## src/knn_pkg.sv

```systemverilog
// Shared types and constants for the k-nearest-neighbors search block.
// Depends on nothing; every other source file refers to it by scoped names.
package knn_pkg;

    localparam int NEIGHBORS = 16;
    localparam int FEATURES  = 64;

    localparam int FUNC_W  = 2;
    localparam int POS_W   = 10;
    localparam int VAL_W   = 16;
    localparam int SIDX_W  = 16;
    localparam int DIST_W  = 42;
    localparam int RANK_W  = 6;
    localparam int ABS_W   = 16;
    localparam int SQ_W    = 2 * ABS_W;

    localparam int QADDR_W = (FEATURES > 1) ? $clog2(FEATURES) : 1;
    localparam int SLOT_W  = (NEIGHBORS > 1) ? $clog2(NEIGHBORS) : 1;

    localparam logic [DIST_W-1:0] DIST_MAX = {DIST_W{1'b1}};
    localparam logic [POS_W:0]    FEAT_CNT = (POS_W + 1)'(FEATURES);
    localparam logic [SLOT_W-1:0] SLOT_LAST = SLOT_W'(NEIGHBORS - 1);

    localparam logic [FUNC_W-1:0] FUNC_LOAD  = 2'd0;
    localparam logic [FUNC_W-1:0] FUNC_TRAIN = 2'd1;
    localparam logic [FUNC_W-1:0] FUNC_READ  = 2'd2;

    typedef struct packed {
        logic [SIDX_W-1:0] idx;
        logic [DIST_W-1:0] dist_sq;
    } t_slot;

    typedef struct packed {
        logic              valid;
        logic [SIDX_W-1:0] idx;
        logic [DIST_W-1:0] dist_sq;
    } t_cand;

endpackage

```

## src/knn_dist.sv

```systemverilog
// Distance pipeline: query feature memory, difference, square and saturating sum.
// Emits one insertion candidate per finished training vector. Uses knn_pkg.
module knn_dist (
    input  logic                          i_clk,
    input  logic                          i_rst_n,
    input  logic                          i_accept,
    input  logic [knn_pkg::FUNC_W-1:0]    i_func,
    input  logic [knn_pkg::POS_W-1:0]     i_pos,
    input  logic signed [knn_pkg::VAL_W-1:0] i_val,
    input  logic [knn_pkg::SIDX_W-1:0]    i_idx,
    input  logic                          i_last,
    input  logic                          i_clear,
    output knn_pkg::t_cand                o_cand,
    output logic                          o_busy
);

    logic [knn_pkg::VAL_W-1:0] r_mem [knn_pkg::FEATURES];

    logic                          w_in_range;
    logic [knn_pkg::QADDR_W-1:0]   w_addr;

    // Stage A: query read
    logic                          r_a_v, r_a_in_range, r_a_last;
    logic [knn_pkg::VAL_W-1:0]     r_q, r_a_val;
    logic [knn_pkg::SIDX_W-1:0]    r_a_idx;
    // Stage B: absolute difference
    logic                          r_b_v, r_b_last;
    logic [knn_pkg::ABS_W-1:0]     r_b_abs;
    logic [knn_pkg::SIDX_W-1:0]    r_b_idx;
    // Stage C: square
    logic                          r_c_v, r_c_last;
    logic [knn_pkg::SQ_W-1:0]      r_c_sq;
    logic [knn_pkg::SIDX_W-1:0]    r_c_idx;
    // Stage D: accumulate
    logic [knn_pkg::DIST_W-1:0]    r_acc;
    knn_pkg::t_cand                r_cand;

    logic [knn_pkg::VAL_W-1:0]     w_q;
    logic signed [knn_pkg::VAL_W:0] w_diff;
    logic [knn_pkg::VAL_W:0]       w_abs;
    logic [knn_pkg::DIST_W:0]      w_sum;
    logic [knn_pkg::DIST_W-1:0]    w_sat;

    assign w_in_range = ({1'b0, i_pos} < knn_pkg::FEAT_CNT);
    assign w_addr     = i_pos[knn_pkg::QADDR_W-1:0];

    always_ff @(posedge i_clk) begin
        if (i_accept && i_func == knn_pkg::FUNC_LOAD && w_in_range) begin
            r_mem[w_addr] <= i_val;
        end
        r_q <= r_mem[w_addr];
    end

    assign w_q    = r_a_in_range ? r_q : '0;
    assign w_diff = $signed({w_q[knn_pkg::VAL_W-1], w_q})
                  - $signed({r_a_val[knn_pkg::VAL_W-1], r_a_val});
    assign w_abs  = w_diff[knn_pkg::VAL_W] ? (knn_pkg::VAL_W + 1)'(-w_diff)
                                          : w_diff;

    assign w_sum = {1'b0, r_acc} + (knn_pkg::DIST_W + 1)'(r_c_sq);
    assign w_sat = w_sum[knn_pkg::DIST_W] ? knn_pkg::DIST_MAX : w_sum[knn_pkg::DIST_W-1:0];

    always_ff @(posedge i_clk) begin
        if (!i_rst_n) begin
            r_a_v  <= 1'b0;
            r_b_v  <= 1'b0;
            r_c_v  <= 1'b0;
            r_acc  <= '0;
            r_cand <= '0;
        end else begin
            r_a_v <= i_accept && i_func == knn_pkg::FUNC_TRAIN;
            r_b_v <= r_a_v;
            r_c_v <= r_b_v;
            r_cand.valid <= 1'b0;
            if (i_clear) begin
                r_acc <= '0;
            end else if (r_c_v) begin
                if (r_c_last) begin
                    r_cand.valid   <= 1'b1;
                    r_cand.idx     <= r_c_idx;
                    r_cand.dist_sq <= w_sat;
                    r_acc          <= '0;
                end else begin
                    r_acc <= w_sat;
                end
            end
        end
    end

    always_ff @(posedge i_clk) begin
        r_a_in_range <= w_in_range;
        r_a_val      <= i_val;
        r_a_idx      <= i_idx;
        r_a_last     <= i_last;
        r_b_abs      <= w_abs[knn_pkg::ABS_W-1:0];
        r_b_idx      <= r_a_idx;
        r_b_last     <= r_a_last;
        r_c_sq       <= r_b_abs * r_b_abs;
        r_c_idx      <= r_b_idx;
        r_c_last     <= r_b_last;
    end

    assign o_cand = r_cand;
    assign o_busy = r_a_v || r_b_v || r_c_v || r_cand.valid;

endmodule

```

## config.mk

```make
export PLATFORM = sky130hd
export DESIGN_NAME = knn_dist
export DESIGN_NICKNAME = d
export VERILOG_FILES = /design/src/knn_pkg.sv /design/src/knn_dist.sv
export SDC_FILE = /design/constraint.sdc
export NUM_CORES = 2
export LEC_CHECK = 0
export BUFFER_PORTS_ARGS = -buffer_cell sky130_fd_sc_hd__clkbuf_2
export CAP_MARGIN = 20
export CORE_AREA = 5 5 419 380
export CTS_CLUSTER_DIAMETER = 50
export DETAILED_ROUTE_END_ITERATION = 8
export DIE_AREA = 0 0 424 385
export GPL_ROUTABILITY_DRIVEN = 0
export GPL_TIMING_DRIVEN = 0
export SYNTH_ARGS = -nofsm -noshare
export SYNTH_HDL_FRONTEND = slang
export SYNTH_SLANG_ARGS = --single-unit
```

## constraint.sdc

```tcl
create_clock -name i_clk -period 12.02 [get_ports i_clk]
set_clock_uncertainty 0.1 [all_clocks]
set_input_delay 1.803 -clock i_clk [delete_from_list [all_inputs] [get_ports i_clk]]
set_output_delay 1.803 -clock i_clk [all_outputs]
set_load 0.05 [all_outputs]
```

* After elaboration in Yosys (flattened, before gate mapping) *
Memories as Yosys holds them, arrays and structs flattened. A register that Yosys moved wholly into a read port is not among the register bits.
Index checks and enable logic that the tools add are counted.

cells by class
  $add $sub $neg = 3
  $mul = 1
  magnitude comparators = 1
  eq/ne operators = 1
  muxes and demuxes = 7
  bitwise logic cells = 3
  reduce and logical (&&, ||, !) cells = 10

operator list
  operator               count
  $mux W42               2
  $mux W59               1
  $add A42 B32 Y43       1
  $mul A16 B16 Y32       1
  $mux W16               2
  $sub A16 B16 Y17       1
  $neg A16 Y16           1
  $lt A10 B7 Y1 const B  1
  $logic_and A1 B1 Y1    3
  $logic_or A1 B1 Y1     3
  $not A1 Y1             3
  $reduce_and A3 Y1      1
  $reduce_or A3 Y1       1
  $eq A2 B1 Y1 const B   1
  $logic_not A2 Y1       1
  $mux W1                2
  $reduce_or A2 Y1       1

word-level totals
  register bits = 220
  RAM bits = 1024
  input bits = 49
  output and inout bits = 60
  memories = 1

memories
  name   depth  width  read ports  clocked after Yosys merged registers in  wr ports  line            RTL
  r_mem  64     16     1           1                                        1         knn_dist.sv:17  logic [knn_pkg::VAL_W-1:0] r_mem [knn_pkg::FEATURES];

* Logic depth before layout (Yosys ltp) *
  depth in word-level cells = 5
  depth in mapped cells = 26
  mapped depth without buffers = 24

* Least setup slack after synthesis *
OpenSTA, ideal clock, no wires.

  path type = reg2reg
  from = register r_b_abs[4] in the netlist's numbering
  to = register r_c_sq[29] in the netlist's numbering
  setup time = 0.122 ns
  data arrival time = 5.932 ns
  required time = 11.798 ns
  slack = 5.866 ns
  cell stages (with the launch flop) = 23
  buffers on the path = 3
  clock period less this slack = 6.154 ns
  cell sequence = dfxtp_1 clkbuf_1 clkbuf_1 nand2_1 fa_1 fa_1 inv_1 fa_1 fa_1 fa_1 inv_1 fa_1 inv_1 ha_1 clkbuf_1 nand4_1 nor2_1 nand2_1 o21ai_1 o221ai_1 a31oi_1 nor4b_1 a311o_1

on the way
  longest elaborated chain between the ends = 1

RTL lines
  what                    line            RTL
  from (decl)             knn_dist.sv:28  logic [knn_pkg::ABS_W-1:0] r_b_abs;
  from (signal assigned)  knn_dist.sv:95  r_b_abs <= w_abs[knn_pkg::ABS_W-1:0];
  $mul A16 B16 Y32        knn_dist.sv:98  r_c_sq <= r_b_abs * r_b_abs;
  to (signal assigned)    knn_dist.sv:98
  to (decl)               knn_dist.sv:32  logic [knn_pkg::SQ_W-1:0] r_c_sq;

No other way between the ends.
A chain may end at the register's enable or synchronous reset.

* Worst setup path in the final report *
Ends and elaborated chain as after synthesis.

==> impl_results.md <==
* Wire per inst at 29.8 um
* Initial antenna violation count at 11
* Final TNS setup at 0 ns
* Hold depth at 0
* Min cycle time layout at 7.70 ns
* Setup bufs post-CTS at 0
* Vias in the first global route at 34894
* DP Worst Slack at 4.41 ns
* Most used cell, CP: fa_1
* Hold_ws at 0.199 ns
* Largest fanout on the critical path at 10
* Clock power frac at 20.5%
* CTS tree: done
* #FFs+latches synth at 1259
* Crit-path slowest cell: a31oi_1
* Fmax at 130 MHz
* Syn_nets at 4197
* Critical Path End Type: register
* Setup CP Type: reg -> reg
* P&R area growth vs syn at 17.6%
* Slew Limit Headroom at 13.7%
* Worst endpoint required time at 12.49 ns
* Grt total ovfl at 0
* Cell Rows at 137
* Top post-synthesis cells by area: edfxtp_1 57%, dfxtp_1 8.8%, fa_1 6.1%
* GRT Total Usage at 22.4%
* Via count at 36700
* Top_reg_cell synth: edfxtp_1
* Status: completed
* Share of cells above drive strength 1 at 12.1%
* Cts hold-fix bufs at 0
* Num CTS Buffers at 114
* Worst path max stage delay at 0.56 ns
* Library cells used by synthesis at 83
* Clk slew on worst S/H paths at 0.06 ns
* Internal power at 0.0108 W
* Number of synthesized flops with an enable pin at 1024
* Reg power frac at 27.7%
* Final slew viol count at 0
* Met2 Resource Use GR at 33.8%
* Synth warn at 0
* Count leader, synth: edfxtp_1
* Remaining DRCs at 0
* RSZ-0062 raised after global routing: no
* Effective utilization at floorplan at 34.8%
* Worst Path Arrival at 8.17 ns
* Placed cells at 6093
* Routed Antenna Nets at 0
* Leak at 22.5 nW
* Die W at 424 um
* CP Launch Type: register
* Final WS setup at 4.32 ns
* NetSw at 0.00713 W
* Yosys top cell area share at 57.3%
* IO buf count at 108
* Top Ports at 109
* DR vias/cell at 5.81
* CTS Buffer Depth at 3
* Avg Cell Area, Syn at 14.0 sq um
* CTS root buffer: clkbuf_16
* H-tree lvl count at 3
* Final Power at 0.0180 W
* Max VDD drop at 0.828 mV
* Detail Placement HPWL at 132 mm
* Total of max-cap violations at 0
* Drt first pass iters at 6
* Core area at 154000 sq um
* Layout Cells excl Fill at 6318
* Ys async rst share at 0%
* Worst Max-Slew Pin Slew at 1.30 ns
* Final worst-path cycle share at 64.1%
* Sw Ratio at 39.7%
* Busiest grt layer: met2
* Layout Nets at 4559
* Worst skew pair latency at 0.80 ns
* Post-synth top cells: 1024 x edfxtp_1, 335 x a22oi_1, 289 x inv_1, 235 x dfxtp_1, 201 x nand2_1
* Total Wirelength at 188 mm
* Global-route track usage on met3 at 7.77%
* Hold crit path type: reg -> reg
* Hold Violations, Final at 0
* Number of setup violations in the final report at 0
* PwrDens at 284 nW/um^2
* Cells along the critical path: clkbuf_1 -> clkbuf_1 -> nand2_1 -> fa_1 -> fa_1 -> inv_1 -> fa_1 -> fa_1 -> fa_1 -> inv_1 -> fa_1 -> inv_1 -> ha_1 -> clkbuf_1 -> nand4_1 -> nor2_1 -> nand2_1 -> o21ai_1 -> o221ai_1 -> a31oi_1 -> nor4b_1 -> a311o_1
* Die Span Y at 385 um
* Die area at 163000 sq um
* Initial DRC count at 5731
* Cells after Synth at 3836
* Power share of the combinational group at 51.8%
* First-pass GRT wire length at 262 mm
* M1 GR Usage at 29.2%
* Largest net degree at the start of global routing at 66
* Clock net sink count at 1259
* Post-CTS Resized at 0
* Largest area contributor in the synthesized netlist: edfxtp_1
* Post-synthesis sequential area ratio at 66.0%
* Mapped Area at 53700 sq um
* Worst-case reg-to-reg path depth at 22
[state kept, by name, summed over array words and instances, names as in the netlist]
register / count
r_c_idx: 16
r_q: 16
r_mem: 1024
r_a_idx: 16
r_c_last: 1
o_cand: 59
r_acc: 42
r_b_abs: 16
r_b_v: 1
r_b_last: 1
r_b_idx: 16
r_a_v: 1
r_c_sq: 31
r_a_last: 1
r_a_in_range: 1
r_c_v: 1
r_a_val: 16
[logic make-up (layout without fill, tap and decap cells)]
family | count (synthesis) | count (layout) | share of synthesized area, %
AO/OA/AOI/OAI | 1013 | 1013 | 13.4
AND/OR/NAND/NOR | 674 | 674 | 6.09
adder cells (fa/ha/maj) | 312 | 312 | 9.55
multiplexers | 2 | 2 | 0.0396
other | 0 | 6 | 0
flip-flops | 1259 | 1259 | 66.0
XOR/XNOR | 87 | 87 | 1.43
buffers and inverters | 489 | 950 | 3.43
[power groups by stage]
| stage | Clock (W) | Combinational (W) | Sequential (W) |
|---|---|---|---|
| floorplan | 0 | 0.00689 | 0.00505 |
| global placement | 0 | 0.00926 | 0.00508 |
| detailed placement | 0 | 0.00930 | 0.00508 |
| CTS | 0.00369 | 0.00937 | 0.00498 |
| global route | 0.00387 | 0.0107 | 0.00499 |
| finish | 0.00368 | 0.00930 | 0.00498 |
[final cells by class]
| type | count | area (sq um) |
|---|---|---|
| clock inverter | 62 | 644 |
| fill | 14019 | 91000 |
| clock buffer | 153 | 3110 |
| antenna | 6 | 15.0 |
| buffer | 199 | 764 |
| timing repair buffer | 246 | 2970 |
| multi-input combinational | 2088 | 16600 |
| inverter | 290 | 1090 |
| tap | 2015 | 2520 |
| sequential | 1259 | 35500 |
[final timing paths]
check                                 start  slack, ns          end
worst min register to register  r_b_idx[11]       0.20  r_c_idx[11]
worst max-delay path             r_b_abs[4]       4.32   r_c_sq[29]
worst max register to register   r_b_abs[4]       4.32   r_c_sq[29]
worst min-delay path            r_b_idx[11]       0.20  r_c_idx[11]
[placed cells by master, fill, tap and decap left out, types with 22 or more instances in the layout]
cell and n:
inv_1 290, a31oi_1 90, a21oi_1 152, clkbuf_16 116, a221oi_1 93, buf_8 102
fa_1 163, dfxtp_1 235, clkbuf_2 105, nor2_2 65, xnor2_1 55, a21o_1 41
and3_1 22, nand4_1 57, xor2_1 31, edfxtp_1 1024, and2_1 60, a22o_1 89
nor2_1 119, a211oi_1 28, nand3_1 42, clkinv_2 26, nand2_1 201, a22oi_1 335
ha_1 149, clkbuf_1 201, buf_16 27, o21ai_0 90
[critical path: cells and delay by family, from the launching register on]
kind	cells	cell delay (ns)
compound gates	4	1.48
buf+inv	6	1.46
simple gates	5	0.82
fa+ha+maj	7	3.25
flops	1	0.44
[metal layers]
layer | vias up | wire, um
li1 | 15284 | -
met1 | 18298 | 69900
met2 | 2618 | 81300
met3 | 496 | 26300
met4 | 4 | 10500
met5 | - | 28
[metrics by stage]
stage / cell area, sq um / util, %
final: 63100 / 41.0
after global placement: 56800 / 36.8
after CTS: 63100 / 40.9
after detailed placement: 59300 / 38.5
after global routing: 63100 / 41.0
after floorplan: 53700 / -
Note: power is estimated with default switching activity, not from simulation.
