**src/knn_pkg.sv**
```systemverilog
// Shared types and constants for the k-nearest-neighbors search block.
// Depends on nothing; every other source file refers to it by scoped names.
package knn_pkg;

    localparam int NEIGHBORS = 16;
    localparam int FEATURES  = 64;

    localparam int FUNC_W  = 2;
    localparam int POS_W   = 10;
    localparam int VAL_W   = 16;
    localparam int SIDX_W  = 16;
    localparam int DIST_W  = 42;
    localparam int RANK_W  = 6;
    localparam int ABS_W   = 16;
    localparam int SQ_W    = 2 * ABS_W;

    localparam int QADDR_W = (FEATURES > 1) ? $clog2(FEATURES) : 1;
    localparam int SLOT_W  = (NEIGHBORS > 1) ? $clog2(NEIGHBORS) : 1;

    localparam logic [DIST_W-1:0] DIST_MAX = {DIST_W{1'b1}};
    localparam logic [POS_W:0]    FEAT_CNT = (POS_W + 1)'(FEATURES);
    localparam logic [SLOT_W-1:0] SLOT_LAST = SLOT_W'(NEIGHBORS - 1);

    localparam logic [FUNC_W-1:0] FUNC_LOAD  = 2'd0;
    localparam logic [FUNC_W-1:0] FUNC_TRAIN = 2'd1;
    localparam logic [FUNC_W-1:0] FUNC_READ  = 2'd2;

    typedef struct packed {
        logic [SIDX_W-1:0] idx;
        logic [DIST_W-1:0] dist_sq;
    } t_slot;

    typedef struct packed {
        logic              valid;
        logic [SIDX_W-1:0] idx;
        logic [DIST_W-1:0] dist_sq;
    } t_cand;

endpackage

```
**src/knn_cell.sv**
```systemverilog
// One slot of the systolic sorted neighbor list.
// Keeps a candidate that is not farther than its slot and passes the loser on. Uses knn_pkg.
module knn_cell (
    input  logic                        i_clk,
    input  logic                        i_rst_n,
    input  logic                        i_clear,
    input  logic [knn_pkg::DIST_W-1:0]  i_limit,
    input  knn_pkg::t_cand              i_cand,
    output knn_pkg::t_cand              o_cand,
    output knn_pkg::t_slot              o_slot
);

    knn_pkg::t_slot r_slot;
    knn_pkg::t_cand r_cand;

    always_ff @(posedge i_clk) begin
        if (!i_rst_n) begin
            r_slot.idx     <= '0;
            r_slot.dist_sq <= knn_pkg::DIST_MAX;
            r_cand         <= '0;
        end else if (i_clear) begin
            r_slot.idx     <= '0;
            r_slot.dist_sq <= i_limit;
            r_cand.valid   <= 1'b0;
        end else if (i_cand.valid) begin
            // Ties favor the newcomer, so the newest sample ranks first.
            if (i_cand.dist_sq <= r_slot.dist_sq) begin
                r_slot.idx     <= i_cand.idx;
                r_slot.dist_sq <= i_cand.dist_sq;
                r_cand.valid   <= 1'b1;
                r_cand.idx     <= r_slot.idx;
                r_cand.dist_sq <= r_slot.dist_sq;
            end else begin
                r_cand <= i_cand;
            end
        end else begin
            r_cand.valid <= 1'b0;
        end
    end

    assign o_cand = r_cand;
    assign o_slot = r_slot;

endmodule

```
**config.mk**
```make
export PLATFORM = sky130hd
export DESIGN_NAME = knn_cell
export DESIGN_NICKNAME = d
export VERILOG_FILES = /design/src/knn_pkg.sv /design/src/knn_cell.sv
export SDC_FILE = /design/constraint.sdc
export NUM_CORES = 1
export LEC_CHECK = 0
export BUFFER_PORTS_ARGS = -buffer_cell sky130_fd_sc_hd__buf_2
export CAP_MARGIN = 20
export CORE_MARGIN = 2
export CORE_UTILIZATION = 47
export CTS_CLUSTER_SIZE = 10
export DETAILED_ROUTE_END_ITERATION = 10
export GPL_TIMING_DRIVEN = 0
export PLACE_DENSITY = 0.78
export SLEW_MARGIN = 25
export SYNTH_ARGS = -nofsm -noshare
export SYNTH_HDL_FRONTEND = slang
export SYNTH_SLANG_ARGS = --single-unit
```
**constraint.sdc**
```tcl
create_clock -name i_clk -period 2.8 [get_ports i_clk]
set_clock_uncertainty 0.05 [all_clocks]
set_input_delay 0.28 -clock i_clk [delete_from_list [all_inputs] [get_ports i_clk]]
set_output_delay 0.28 -clock i_clk [all_outputs]
set_load 0.005 [all_outputs]
```
* Yosys cells after proc, flatten, opt, wreduce, memory -nomap -nowiden *
Cells that the tools add are included.

operators by class
  magnitude comparators = 1
  mux-type cells = 4
  bitwise logic cells = 3
  reduce and logical (&&, ||, !) cells = 7

operators with widths
  operator              count
  2-to-1 mux 42 bit     3
  2-to-1 mux 58 bit     1
  <= comparator 42 bit  1
  AND reduction 2 bit   3
  nonzero test 2 bit    2
  NOT 1 bit             3
  OR reduction 3 bit    1
  OR reduction 2 bit    1

word-level totals
  register bits = 117
  input bits = 104
  output and inout port bits = 117

* Longest topological paths before layout *
Gate-level depths: netlist of the first run.

  word-level depth = 4
  mapped depth = 11

* Least setup slack after synthesis of the first run *
No wires, ideal clock.

  path type = register to register
  start = reg r_slot, in the netlist o_slot[41]
  end = reg r_slot, in the netlist o_slot[10]
  library setup time = 0.116 ns
  arrival time = 2.771 ns
  data required time = 2.634 ns
  slack = -0.137 ns
  cell stages (with the launch flop) = 12
  buffers on the path = 2
  clock period less this slack = 2.937 ns
  path through = dfxtp_1 inv_1 ha_1 nand4_1 or4_4 nand3b_4 nor4_4 o31a_1 buf_4 nand2_2 buf_2 o211a_1

between the ends
  cells in the longest elaborated chain, start to end = 3

RTL lines
  element                               RTL line        source
  start: declaration                    knn_cell.sv:13  knn_pkg::t_slot r_slot;
  <= comparator 42 bit                  knn_cell.sv:27  if (i_cand.dist_sq <= r_slot.dist_sq) begin
  nonzero test 2 bit (no source line)   --
  AND reduction 2 bit (no source line)  --

Every way passes these cells.
A chain may end at the register's enable or synchronous reset.

* Worst setup path after layout of the first run *
  start = reg r_slot, in the netlist o_slot[39]
  end = reg r_cand, in the netlist o_cand[52]

between the ends
  cells in the longest elaborated chain, start to end = 2

RTL lines
  element                 RTL line        source
  <= comparator 42 bit    knn_cell.sv:27
  2-to-1 mux 58 bit       knn_cell.sv:27
  end signal: assignment  knn_cell.sv:34  r_cand <= i_cand;
  end: declaration        knn_cell.sv:14  knn_pkg::t_cand r_cand;

Every way passes these cells.

==> results.md, run 1 <==
* Routed Wire Length at 26100 um
* TritonRoute pass-1 iters at 5
* Worst slew pin tran at between 0.8 and 0.9 ns
* Syn Area/Cell at 7.63 sq um
* Core area at approximately 14000 sq um
* Tmin final at around 3 ns
* Top delay family on crit path: simple AND/OR/NAND/NOR gates
* Failing checks: negative setup slack
* Clock Path Buffers at 2
* Wire per inst at 19.1 um
* Pwr dens at 533 nW/um^2
* Layout cells sized above 1 at 0.335
* Routed via count at 8183
* Cell variety after synth at 40
* Cts hold-fix bufs at 0
* Crit Path Category: reg2reg
* Final worst path period share at 1.04
* Worst setup SP type: flip-flop
* IO Count at 221
* Dpl hpwl at 17500 um
* Port-buffer cells at 219
* Most used DFF post-synth: dfxtp_1
* Critical Path RT at around 3.0 ns
* DRC errors left at 0
* Worst-Skew Late Latency at 0.43 ns
* Sink Count at about 120
* Placed instance count at 1303
* Worst VDD drop at 429 uV
* Fin. Hold Viols at 0
* Status: finished, violations left
* CP Cell Sequence: inv_1 > ha_4 > nand4_1 > or4_4 > nand3b_4 > o21bai_2 > o211a_1 > buf_8 > buf_4 > o21ai_0 > a31oi_1
* GRT Util Overall at 0.309
* Setup-failing EPs final at 84
* DR vias/cell at 5.98
* Initial antenna violation count at 3
* Yosys Warn Count at 0
* P&R area growth vs syn at 41.4%
* Leak at 4.37 nW
* Largest net degree at the start of global routing at 17
* Max-cap violations at 0
* Number of flops mapped to enable cells by yosys at 0
* CP arrival at around 3.1 ns
* Net Count, Synth at 1046
* Asr flop ratio synth at 0
* Total gr overflow at 0
* CP max-delay cell: or4_4
* Worst hold path class: in2reg
* Routed Antenna Nets at 0
* # nets final at 1318
* Row cnt at 44
* Inserted Clock Buffers at 17
* Clock tree from TritonCTS: done
* CP max stage delay at about 0.55 ns
* Max_slew headroom at 0.445
* Vias in the first global route at between 7000 and 8000
* Initial DRC Count at 698
* Post-synthesis register bit count at 117
* Cell Area, Synth at approximately 7000 sq um
* Die Wd at between 100 and 150 um
* Fin worst setup slack at -0.113 ns
* Max Freq at 343 MHz
* CTS clk-pin slew, worst paths at 0.05 ns
* Global-route wire length before repair at 39200 um
* Die Height at 125 um
* Seq/Total Area, Yosys at 0.341
* Worst path bufs/invs at 3
* DP Worst Slack at -0.719 ns
* Mapped Cells at 900
* Critical path fanouts, max at 9
* RSZ-0062 raised after global routing: yes
* Root buf cell: clkbuf_16
* H-tree lvl count at 4
* Layout Cells excl Fill at 1369
* Max-slew violation count at 0
* Reg2reg setup slack at -0.11 ns
* Area of the die at approximately 16000 sq um
* Setup crit end kind: flip-flop
* Starting Density at 0.476
* GPL Wtd Cong at 0.859
-- final timing paths --
kind              cells past startpoint               startpoint                 endpoint
setup / recovery                     11  o_slot[39]$_SDFFE_PN1P_  o_cand[52]$_SDFFE_PN0P_
hold / removal                        3               i_cand[52]  o_slot[52]$_SDFFE_PP0P_
setup reg to reg                     11  o_slot[39]$_SDFFE_PN1P_  o_cand[52]$_SDFFE_PN0P_
hold reg to reg                       2  o_slot[56]$_SDFFE_PP0P_  o_slot[56]$_SDFFE_PP0P_
-- worst reg2reg max path, delay by kind of cell, from the launching register on --
family | cells | cell delay, ns
AND/OR/NAND/NOR | 3 | 0.88
AO/OA/AOI/OAI | 4 | 0.84
buffers and inverters | 3 | 0.37
flip-flops | 1 | 0.35
adder cells (fa/ha/maj) | 1 | 0.27
-- logic make-up after synthesis --
logic type,share of synthesized area
AND/OR/NAND/NOR,0.199
buffers and inverters,0.0792
AO/OA/AOI/OAI,0.304
flip-flops,0.341
adder cells (fa/ha/maj),0.0765
-- power by group --
group	internal [mW]	total, mW	switching (mW)	leakage [nW]
logic	0.550	1.25	0.700	3.15
registers	1.79	1.89	0.0909	0.961
clock network	1.28	2.05	0.770	0.260
total	3.62	5.18	1.56	4.37
-- cells in the final DEF, fill, tap and decap left out, drive strengths merged, types with 2 or more instances in the layout --
cell type and count:
buf 279, o21ai 135, dfxtp 117, clkbuf 92
nor2 88, nand3 77, a31oi 58, nand2 54
inv 44, o211ai 42, ha 42, o211a 40
nand3b 40, a21oi 36, nand4 9, a21o 4
nor3 3, o21bai 3, diode 2, o221a 2
clkinv 2, a211oi 2, a311oi 2
-- synthesized netlist by cell type (all sizes together), types with 2 or more instances --
cell type	instances	area [sq um]
nand3b	40	313
o221a	2	22.5
nor3	3	15.0
a21o	4	30.0
dfxtp	117	2340
a21oi	36	184
a31oi	58	363
ha	42	526
nand3	77	385
buf	21	113
nor2	88	330
o211ai	42	315
inv	44	165
clkbuf	71	267
a211oi	2	15.0
nand2	54	205
o21ai	135	676
a311oi	2	23.8
nand4	9	56.3
o211a	40	400
o21bai	3	22.5
-- through the flow --
stage          TNS, ns  hold slack, ns  area (sq um)   util  total power, mW
2_1_floorplan  -0.0573           0.376          6890      -             2.49
3_3_place_gp    -49.37           0.421          8210  0.569             2.89
3_5_place_dp    -48.66           0.428          8210  0.569             2.91
4_1_cts          -2.90          0.0597          9260  0.642             5.03
5_1_grt         -14.60          0.0692          9720  0.674             5.38
6_report         -3.41          0.0675          9720  0.674             5.18
-- cell type report --
| class | instances | area (sq um) |
|---|---|---|
| timing repair buffer | 253 | 1460 |
| antenna | 2 | 5.00 |
| fill | 1254 | 4710 |
| multi-input combinational | 647 | 4310 |
| tap | 184 | 230 |
| buffer | 92 | 633 |
| sequential | 117 | 2370 |
| inverter | 44 | 168 |
| clock buffer | 26 | 489 |
| clock inverter | 4 | 47.5 |
-- registers in the layout, indices dropped and copies added (netlist names) --
signal,count
o_cand,59
o_slot,58
-- metal layers --
layer | routed length, um | track usage
met4 | 663 | 0.122
met2 | 12300 | 0.491
met3 | 2420 | 0.0932
met5 | 13 | 0
met1 | 10700 | 0.394
-- timing repair --
item,CTS,global route
gates resized for setup,93,101
gates cloned,2,5
endpoints found under the setup margin,116,116
buffers inserted,21,7
pin swaps,28,37
Power figures use the tool's default switching activity.
==> run 2, diff against run 1 <==
--- a/config.mk
+++ b/config.mk
@@ -5,14 +5,14 @@
 export SDC_FILE = /design/constraint.sdc
 export NUM_CORES = 1
 export LEC_CHECK = 0
-export BUFFER_PORTS_ARGS = -buffer_cell sky130_fd_sc_hd__buf_2
 export CAP_MARGIN = 20
 export CORE_MARGIN = 2
-export CORE_UTILIZATION = 47
+export CORE_UTILIZATION = 58
 export CTS_CLUSTER_SIZE = 10
 export DETAILED_ROUTE_END_ITERATION = 10
+export DONT_BUFFER_PORTS = 1
 export GPL_TIMING_DRIVEN = 0
-export PLACE_DENSITY = 0.78
+export PLACE_DENSITY = 0.76
 export SLEW_MARGIN = 25
 export SYNTH_ARGS = -nofsm -noshare
 export SYNTH_HDL_FRONTEND = slang
==> results.md, run 2 (synthesized netlist as in run 1, its figures left out) <==
* Psw at 1.58 mW (was 1.56 mW)
* GPL Wtd Cong at 0.895 (was 0.859)
* Status: finished, violations left (unchanged)
* Die Height at 113 um (was 125 um)
* Critical Path RT at 3.09 ns (was 3.02 ns)
* Sink Count at 117 (unchanged)
* Placed inst area at 7070 sq um (was 8210 sq um)
* Final Instance Area at 9160 sq um (was 9720 sq um)
* Worst path bufs/invs at 4 (was 3)
* Initial antenna violation count at 3 (unchanged)
* Clock Path Buffers at 2 (unchanged)
* Max-cap violations at 0 (unchanged)
* Setup crit end kind: flip-flop (unchanged)
* P&R area growth vs syn at 33.3% (was 41.4%)
* Root buf cell: clkbuf_16 (unchanged)
* Max Freq at 339 MHz (was 343 MHz)
* Setup TNS at -6.61 ns (was -3.41 ns)
* Global-route wire length before repair at 39000 um (was 39200 um)
* Most common cell on crit path: buf_6
* CTS clk-pin slew, worst paths at 0.06 ns (was 0.05 ns)
* Core area at 11500 sq um (was 14400 sq um)
* CP Cell Sequence: inv_4 > ha_4 > nand4_1 > or4_4 > nand3b_4 > nor4_4 > buf_6 > o31a_1 > buf_6 > nand2_8 > clkbuf_16 > a311oi_2 (was inv_1 > ha_4 > nand4_1 > or4_4 > nand3b_4 > o21bai_2 > o211a_1 > buf_8 > buf_4 > o21ai_0 > a31oi_1)
* Port-buffer cells at 0 (was 219)
* RSZ-0062 raised after global routing: yes (unchanged)
* CP max-delay cell: or4_4 (unchanged)
* Switching Fraction at 0.300 (was 0.301)
* Max reg flops at 59 (unchanged)
* IO Count at 221 (unchanged)
* Worst slew pin tran at 0.984 ns (was 0.829 ns)
* Worst-Skew Late Latency at 0.43 ns (about the same)
* Setup-failing EPs final at 83 (was 84)
* Starting Density at 0.599 (was 0.476)
* H-tree lvl count at 4 (unchanged)
* Initial DRC Count at 840 (was 698)
* Critical path fanouts, max at 5 (was 9)
* Sequential cell area at 2390 sq um (was 2370 sq um)
* DR vias/cell at 6.86 (was 5.98)
* Routed Wire Length at 26200 um (was 26100 um)
* Footprint of the multi-input gates at 4310 sq um (unchanged)
* Pwr dens at 576 nW/um^2 (was 533 nW/um^2)
* GRT Util Overall at 0.384 (was 0.309)
* Top delay family on crit path: simple AND/OR/NAND/NOR gates (unchanged)
* Die Wd at 113 um (was 125 um)
* Most frequent cells in the layout: o21ai_0, dfxtp_1, nor2_1 (was buf_2, o21ai_0, dfxtp_1)
* Clock tree from TritonCTS: done (unchanged)
* Sequential group share of total power at 0.365 (was 0.364)
* Leak at 3.69 nW (was 4.37 nW)
* Wire per inst at 22.5 um (was 19.1 um)
* Layout cells sized above 1 at 0.170 (was 0.335)
* Failing checks: negative setup slack (unchanged)
* Fin. Hold Viols at 0 (unchanged)
* Routed via count at 7995 (was 8183)
* Tmin final at 2.95 ns (was 2.91 ns)
* Max_slew headroom at 0.342 (was 0.445)
* CP arrival at 3.25 ns (was 3.13 ns)
* Fin worst setup slack at -0.154 ns (was -0.113 ns)
* TritonRoute pass-1 iters at 6 (was 5)
* Worst hold path class: in2reg (unchanged)
* Vias in the first global route at 7584 (was 7593)
* Total gr overflow at 0 (unchanged)
* # fillers at 709 (was 1254)
* Row cnt at 39 (was 44)
* Clk pwr share at 0.427 (was 0.395)
* Inserted Clock Buffers at 17 (unchanged)
* Area of the die at 12700 sq um (was 15600 sq um)
* CP max stage delay at 0.58 ns (was 0.55 ns)
* Worst setup SP type: flip-flop (unchanged)
* Combinational share of power at 0.207 (was 0.241)
* Commonest non-fill, non-tap cell in the layout: o21ai_0 (was buf_2)
* Crit Path Category: reg2reg (unchanged)
* Routed Antenna Nets at 0 (unchanged)
* Final worst path period share at 1.05 (was 1.04)
* Largest net degree at the start of global routing at 17 (unchanged)
* Dpl hpwl at 16700 um (was 17500 um)
* Max-slew violation count at 0 (unchanged)
* DRC errors left at 0 (unchanged)
* P_int at 3.69 mW (was 3.62 mW)
* # nets final at 1152 (was 1318)
* Worst VDD drop at 501 uV (was 429 uV)
## run 2: worst reg2reg max path, delay by kind of cell, from the launching register on
family	cells	cell delay [ns]
and+or+nand+nor	5	1.22
buffers and inverters	4	0.56
DFF	1	0.39
AOI/OAI and AO/OA	2	0.39
adders and majority gates	1	0.26
## run 2: final timing paths
kind,from,slack (ns),to,depth (start not counted)
worst max register to register,o_slot[29]$_SDFFE_PN1P_,-0.15,o_slot[0]$_SDFFE_PN1P_,12
worst max-delay path,o_slot[29]$_SDFFE_PN1P_,-0.15,o_slot[0]$_SDFFE_PN1P_,12
worst min register to register,o_slot[49]$_SDFFE_PP0P_,0.47,o_slot[49]$_SDFFE_PP0P_,2
worst min-delay path,i_cand[42],0.003,o_cand[42]$_SDFFE_PN0P_,2
## run 2: stage by stage
| stage | std cells | worst slack (ns) | hold WS, ns | power (mW) | util |
|---|---|---|---|---|---|
| after floorplan | 900 | -0.00374 | 0.376 | 2.49 | - |
| after global placement | 1043 | -0.668 | 0.380 | 2.67 | 0.616 |
| after detailed placement | 1043 | -0.786 | 0.385 | 2.71 | 0.616 |
| after CTS | 1147 | -0.150 | 0.00305 | 5.07 | 0.752 |
| after global routing | 1165 | -0.199 | 0.0227 | 5.42 | 0.798 |
| final | 1165 | -0.154 | 0.00326 | 5.28 | 0.798 |
## run 2: power by group through the flow
stage / Clock (mW) / Sequential [mW] / Combinational, mW
floorplan: 0 / 1.91 / 0.581
global placement: 0 / 1.95 / 0.726
detailed placement: 0 / 1.95 / 0.762
CTS: 2.23 / 1.92 / 0.923
global route: 2.31 / 1.94 / 1.18
finish: 2.25 / 1.93 / 1.09
## run 2: cell type report
type | instances | area share
clock inverter | 13 | 0.0172
inverter | 44 | 0.0183
buffer | 92 | 0.0657
timing repair buffer | 86 | 0.0984
tap | 143 | 0.0195
sequential | 117 | 0.261
antenna | 3 | 0.000820
multi-input combinational | 648 | 0.471
clock buffer | 19 | 0.0484
## run 2: timing repair
action / CTS / global route
endpoints found under the setup margin: 116 / 116
buffers inserted: 12 / 9
hold buffers: 59 / 1
gates cloned: 1 / 6
pin swaps: 14 / 53
endpoints found under the hold margin: 74 / 1
gates resized for setup: 80 / 125
## run 2: metal layers
metal  global-route usage  share of wire  vias to the layer above
li1                     -              -                     3512
met1                0.478           0.37                     3741
met2                0.612           0.46                      645
met3                0.114           0.13                       97
met4                0.182          0.034                        0
met5                    0              0                        -
==> run 3, diff against run 2 <==
--- a/config.mk
+++ b/config.mk
@@ -5,10 +5,10 @@
 export SDC_FILE = /design/constraint.sdc
 export NUM_CORES = 1
 export LEC_CHECK = 0
-export CAP_MARGIN = 20
+export ABC_AREA = 1
+export CAP_MARGIN = 30
 export CORE_MARGIN = 2
 export CORE_UTILIZATION = 58
-export CTS_CLUSTER_SIZE = 10
 export DETAILED_ROUTE_END_ITERATION = 10
 export DONT_BUFFER_PORTS = 1
 export GPL_TIMING_DRIVEN = 0
==> results.md, run 3 <==
* Worst setup SP type: flip-flop (unchanged)
* Setup TNS at 0 ns (was -6.61 ns)
* Die Height at 109 um (was 113 um)
* Clock tree from TritonCTS: done (unchanged)
* Initial DRC Count at 705 (was 840)
* Initial antenna violation count at 0 (was 3)
* Worst hold path class: in2reg (unchanged)
* Routed Wire Length at 22500 um (was 26200 um)
* GPL Wtd Cong at 0.858 (was 0.895)
* Wire per inst at 17.9 um (was 22.5 um)
* Net Count, Synth at 1119 (was 1046)
* CP arrival at 3.06 ns (was 3.25 ns)
* Largest net degree at the start of global routing at 17 (unchanged)
* Diode count at 0 (was 3)
* Asr flop ratio synth at 0 (unchanged)
* P_int at 3.39 mW (was 3.69 mW)
* Layout Cells excl Fill at 1256 (was 1165)
* Seq/Total Area, Yosys at 0.364 (was 0.341)
* Cell Area, Synth at 6440 sq um (was 6870 sq um)
* Crit Path Category: reg2reg (unchanged)
* Core area at 10800 sq um (was 11500 sq um)
* Worst hold margin at 0.00857 ns (was 0.00326 ns)
* IO Count at 221 (unchanged)
* Most used DFF post-synth: dfxtp_1 (unchanged)
* Yosys Warn Count at 0 (unchanged)
* Max Freq at 379 MHz (was 339 MHz)
* DRC errors left at 0 (unchanged)
* Sequential group share of total power at 0.396 (was 0.365)
* Mapped Cells at 973 (was 900)
* Row cnt at 38 (was 39)
* Most common cell on crit path: nand2_1 (was buf_6)
* Routed Antenna Nets at 0 (unchanged)
* Cell variety after synth at 22 (was 40)
* Final Core Density at 0.763 (was 0.798)
* Switching Fraction at 0.306 (was 0.300)
* Most frequent cells in the layout: nand2_1, nand3_1, inv_1 (was o21ai_0, dfxtp_1, nor2_1)
* Setup crit end kind: flip-flop (unchanged)
* Inserted Clock Buffers at 17 (unchanged)
* Commonest non-fill, non-tap cell in the layout: nand2_1 (was o21ai_0)
* # nets final at 1250 (was 1152)
* Total gr overflow at 0 (unchanged)
* DR vias/cell at 5.73 (was 6.86)
* Placed instance count at 1113 (was 1043)
* Sink Count at 117 (unchanged)
* Fin. Hold Viols at 0 (unchanged)
* Global-route wire length before repair at 34000 um (was 39000 um)
* Worst-Skew Late Latency at 0.53 ns (was 0.43 ns)
* Clk pwr share at 0.399 (was 0.427)
* Max-slew violation count at 0 (unchanged)
* Pwr dens at 590 nW/um^2 (was 576 nW/um^2)
* Yosys top cell area share at 0.364 (was 0.341)
* Leak at 3.99 nW (was 3.69 nW)
* Clock Path Buffers at 2 (unchanged)
* Max_slew headroom at 0.371 (was 0.342)
* RSZ-0062 raised after global routing: yes (unchanged)
* Root buf cell: clkbuf_8 (was clkbuf_16)
* Combinational share of power at 0.205 (was 0.207)
* CP max stage delay at 0.41 ns (was 0.58 ns)
* P&R area growth vs syn at 28.4% (was 33.3%)
* Number of flops mapped to enable cells by yosys at 0 (unchanged)
* H-tree lvl count at 4 (unchanged)
* Post-synthesis register bit count at 117 (unchanged)
* CTS clk-pin slew, worst paths at 0.06 ns (about the same)
* Max reg flops at 59 (unchanged)
* Routed via count at 7203 (was 7995)
* Placed inst area at 6620 sq um (was 7070 sq um)
* Starting Density at 0.594 (was 0.599)
* Syn Area/Cell at 6.62 sq um (was 7.63 sq um)
* Tmin final at 2.64 ns (was 2.95 ns)
* Setup-failing EPs final at 0 (was 83)
* Critical Path RT at 3.22 ns (was 3.09 ns)
* Die Wd at 109 um (was 113 um)
* Layout cells sized above 1 at 0.0565 (was 0.170)
* CP max-delay cell: dfxtp_1 (was or4_4)
* CP Cell Sequence: inv_1 > ha_1 > nand2_1 > nor2_1 > nand2_1 > inv_2 > nand2_1 > nor2_1 > nand2_1 > nand3_2 > nand2_1 > buf_6 > a21oi_4 > buf_6 > nand2_1 > nand3_1 (was inv_4 > ha_4 > nand4_1 > or4_4 > nand3b_4 > nor4_4 > buf_6 > o31a_1 > buf_6 > nand2_8 > clkbuf_16 > a311oi_2)
* Psw at 1.49 mW (was 1.58 mW)
* Worst VDD drop at 455 uV (was 501 uV)
* Post-synth top cells: nand2_1, nand3_1, inv_1 (was o21ai_0, dfxtp_1, nor2_1)
* # fillers at 833 (was 709)
* Final worst path period share at 0.941 (was 1.05)
* Most numerous cell in the Yosys netlist: nand2_1 (was o21ai_0)
* Worst slew pin tran at 0.940 ns (was 0.984 ns)
* Status: completed (was finished, violations left)
* Critical path fanouts, max at 10 (was 5)
* Vias in the first global route at 6960 (was 7584)
* Max-cap violations at 0 (unchanged)
* Area of the die at 12000 sq um (was 12700 sq um)
* Final Instance Area at 8270 sq um (was 9160 sq um)
* Largest cells by area after synthesis: dfxtp_1, nand3_1, nand2_1 (was dfxtp_1, o21ai_0, ha_1)
* Synth area leader: dfxtp_1 (unchanged)
* Dpl hpwl at 14200 um (was 16700 um)
* Port-buffer cells at 0 (unchanged)
* TritonRoute pass-1 iters at 6 (unchanged)
* GRT Util Overall at 0.371 (was 0.384)
-- run 3: kinds of logic (layout without fill, tap and decap cells) --
group	count (synthesis)	count (layout)	synth area share
buf+inv	197	340	0.123
flops	117	117	0.364
fa+ha+maj	42	42	0.0816
compound gates	139	139	0.112
simple gates	478	478	0.320
-- run 3: worst paths after layout --
kind | startpoint | end | slack, ns | depth (start not counted)
worst max-delay path | o_slot[35]$_SDFFE_PN1P_ | o_slot[10]$_SDFFE_PN1P_ | 0.16 | 16
worst min-delay path | i_cand[44] | o_cand[44]$_SDFFE_PN0P_ | 0.009 | 4
worst max register to register | o_slot[35]$_SDFFE_PN1P_ | o_slot[10]$_SDFFE_PN1P_ | 0.16 | 16
worst min register to register | o_cand[26]$_SDFFE_PN0P_ | o_cand[26]$_SDFFE_PN0P_ | 0.43 | 2
-- run 3: cell type report --
class / instances / area (sq um) / area share
clock inverter: 4 / 20.0 / 0.00242
clock buffer: 27 / 502 / 0.0607
buffer: 59 / 283 / 0.0342
tap: 140 / 175 / 0.0212
multi-input combinational: 659 / 3310 / 0.400
timing repair buffer: 113 / 1120 / 0.135
inverter: 137 / 514 / 0.0622
sequential: 117 / 2350 / 0.284
-- run 3: power by group through the flow --
stage	Sequential, mW	Combinational (mW)	Clock, mW
after floorplan	1.92	0.624	0
after global placement	1.96	0.795	0
after detailed placement	1.96	0.809	0
after CTS	1.93	0.956	1.94
after global routing	1.95	1.11	2.02
final	1.93	0.999	1.95
-- run 3: routing by layer --
layer	GRT usage	vias to the layer above	wire, um
met2	0.628	449	10500
met1	0.420	3264	8680
li1	-	3404	-
met3	0.124	86	2520
met5	0	-	0
met4	0.175	0	875
-- run 3: critical path: cells and delay by family (launching register included) --
kind                     cells  cell delay (ns)
AO/OA/AOI/OAI                1             0.30
AND/OR/NAND/NOR             10             0.94
buffers and inverters        4             0.54
flip-flops                   1             0.41
adder cells (fa/ha/maj)      1             0.31
-- run 3: what timing repair did --
item	CTS	global route
gates resized for setup	0	15
setup buffers	0	4
endpoints found under the hold margin	110	0
hold buffers	108	0
setup endpoints to repair	0	111
-- run 3: through the flow --
| stage | setup slack, ns | power, mW |
|---|---|---|
| floorplan | 0.712 | 2.55 |
| global placement | 0.114 | 2.75 |
| detailed placement | 0.111 | 2.77 |
| CTS | 0.00193 | 4.83 |
| global route | -0.0567 | 5.08 |
| finish | 0.164 | 4.88 |
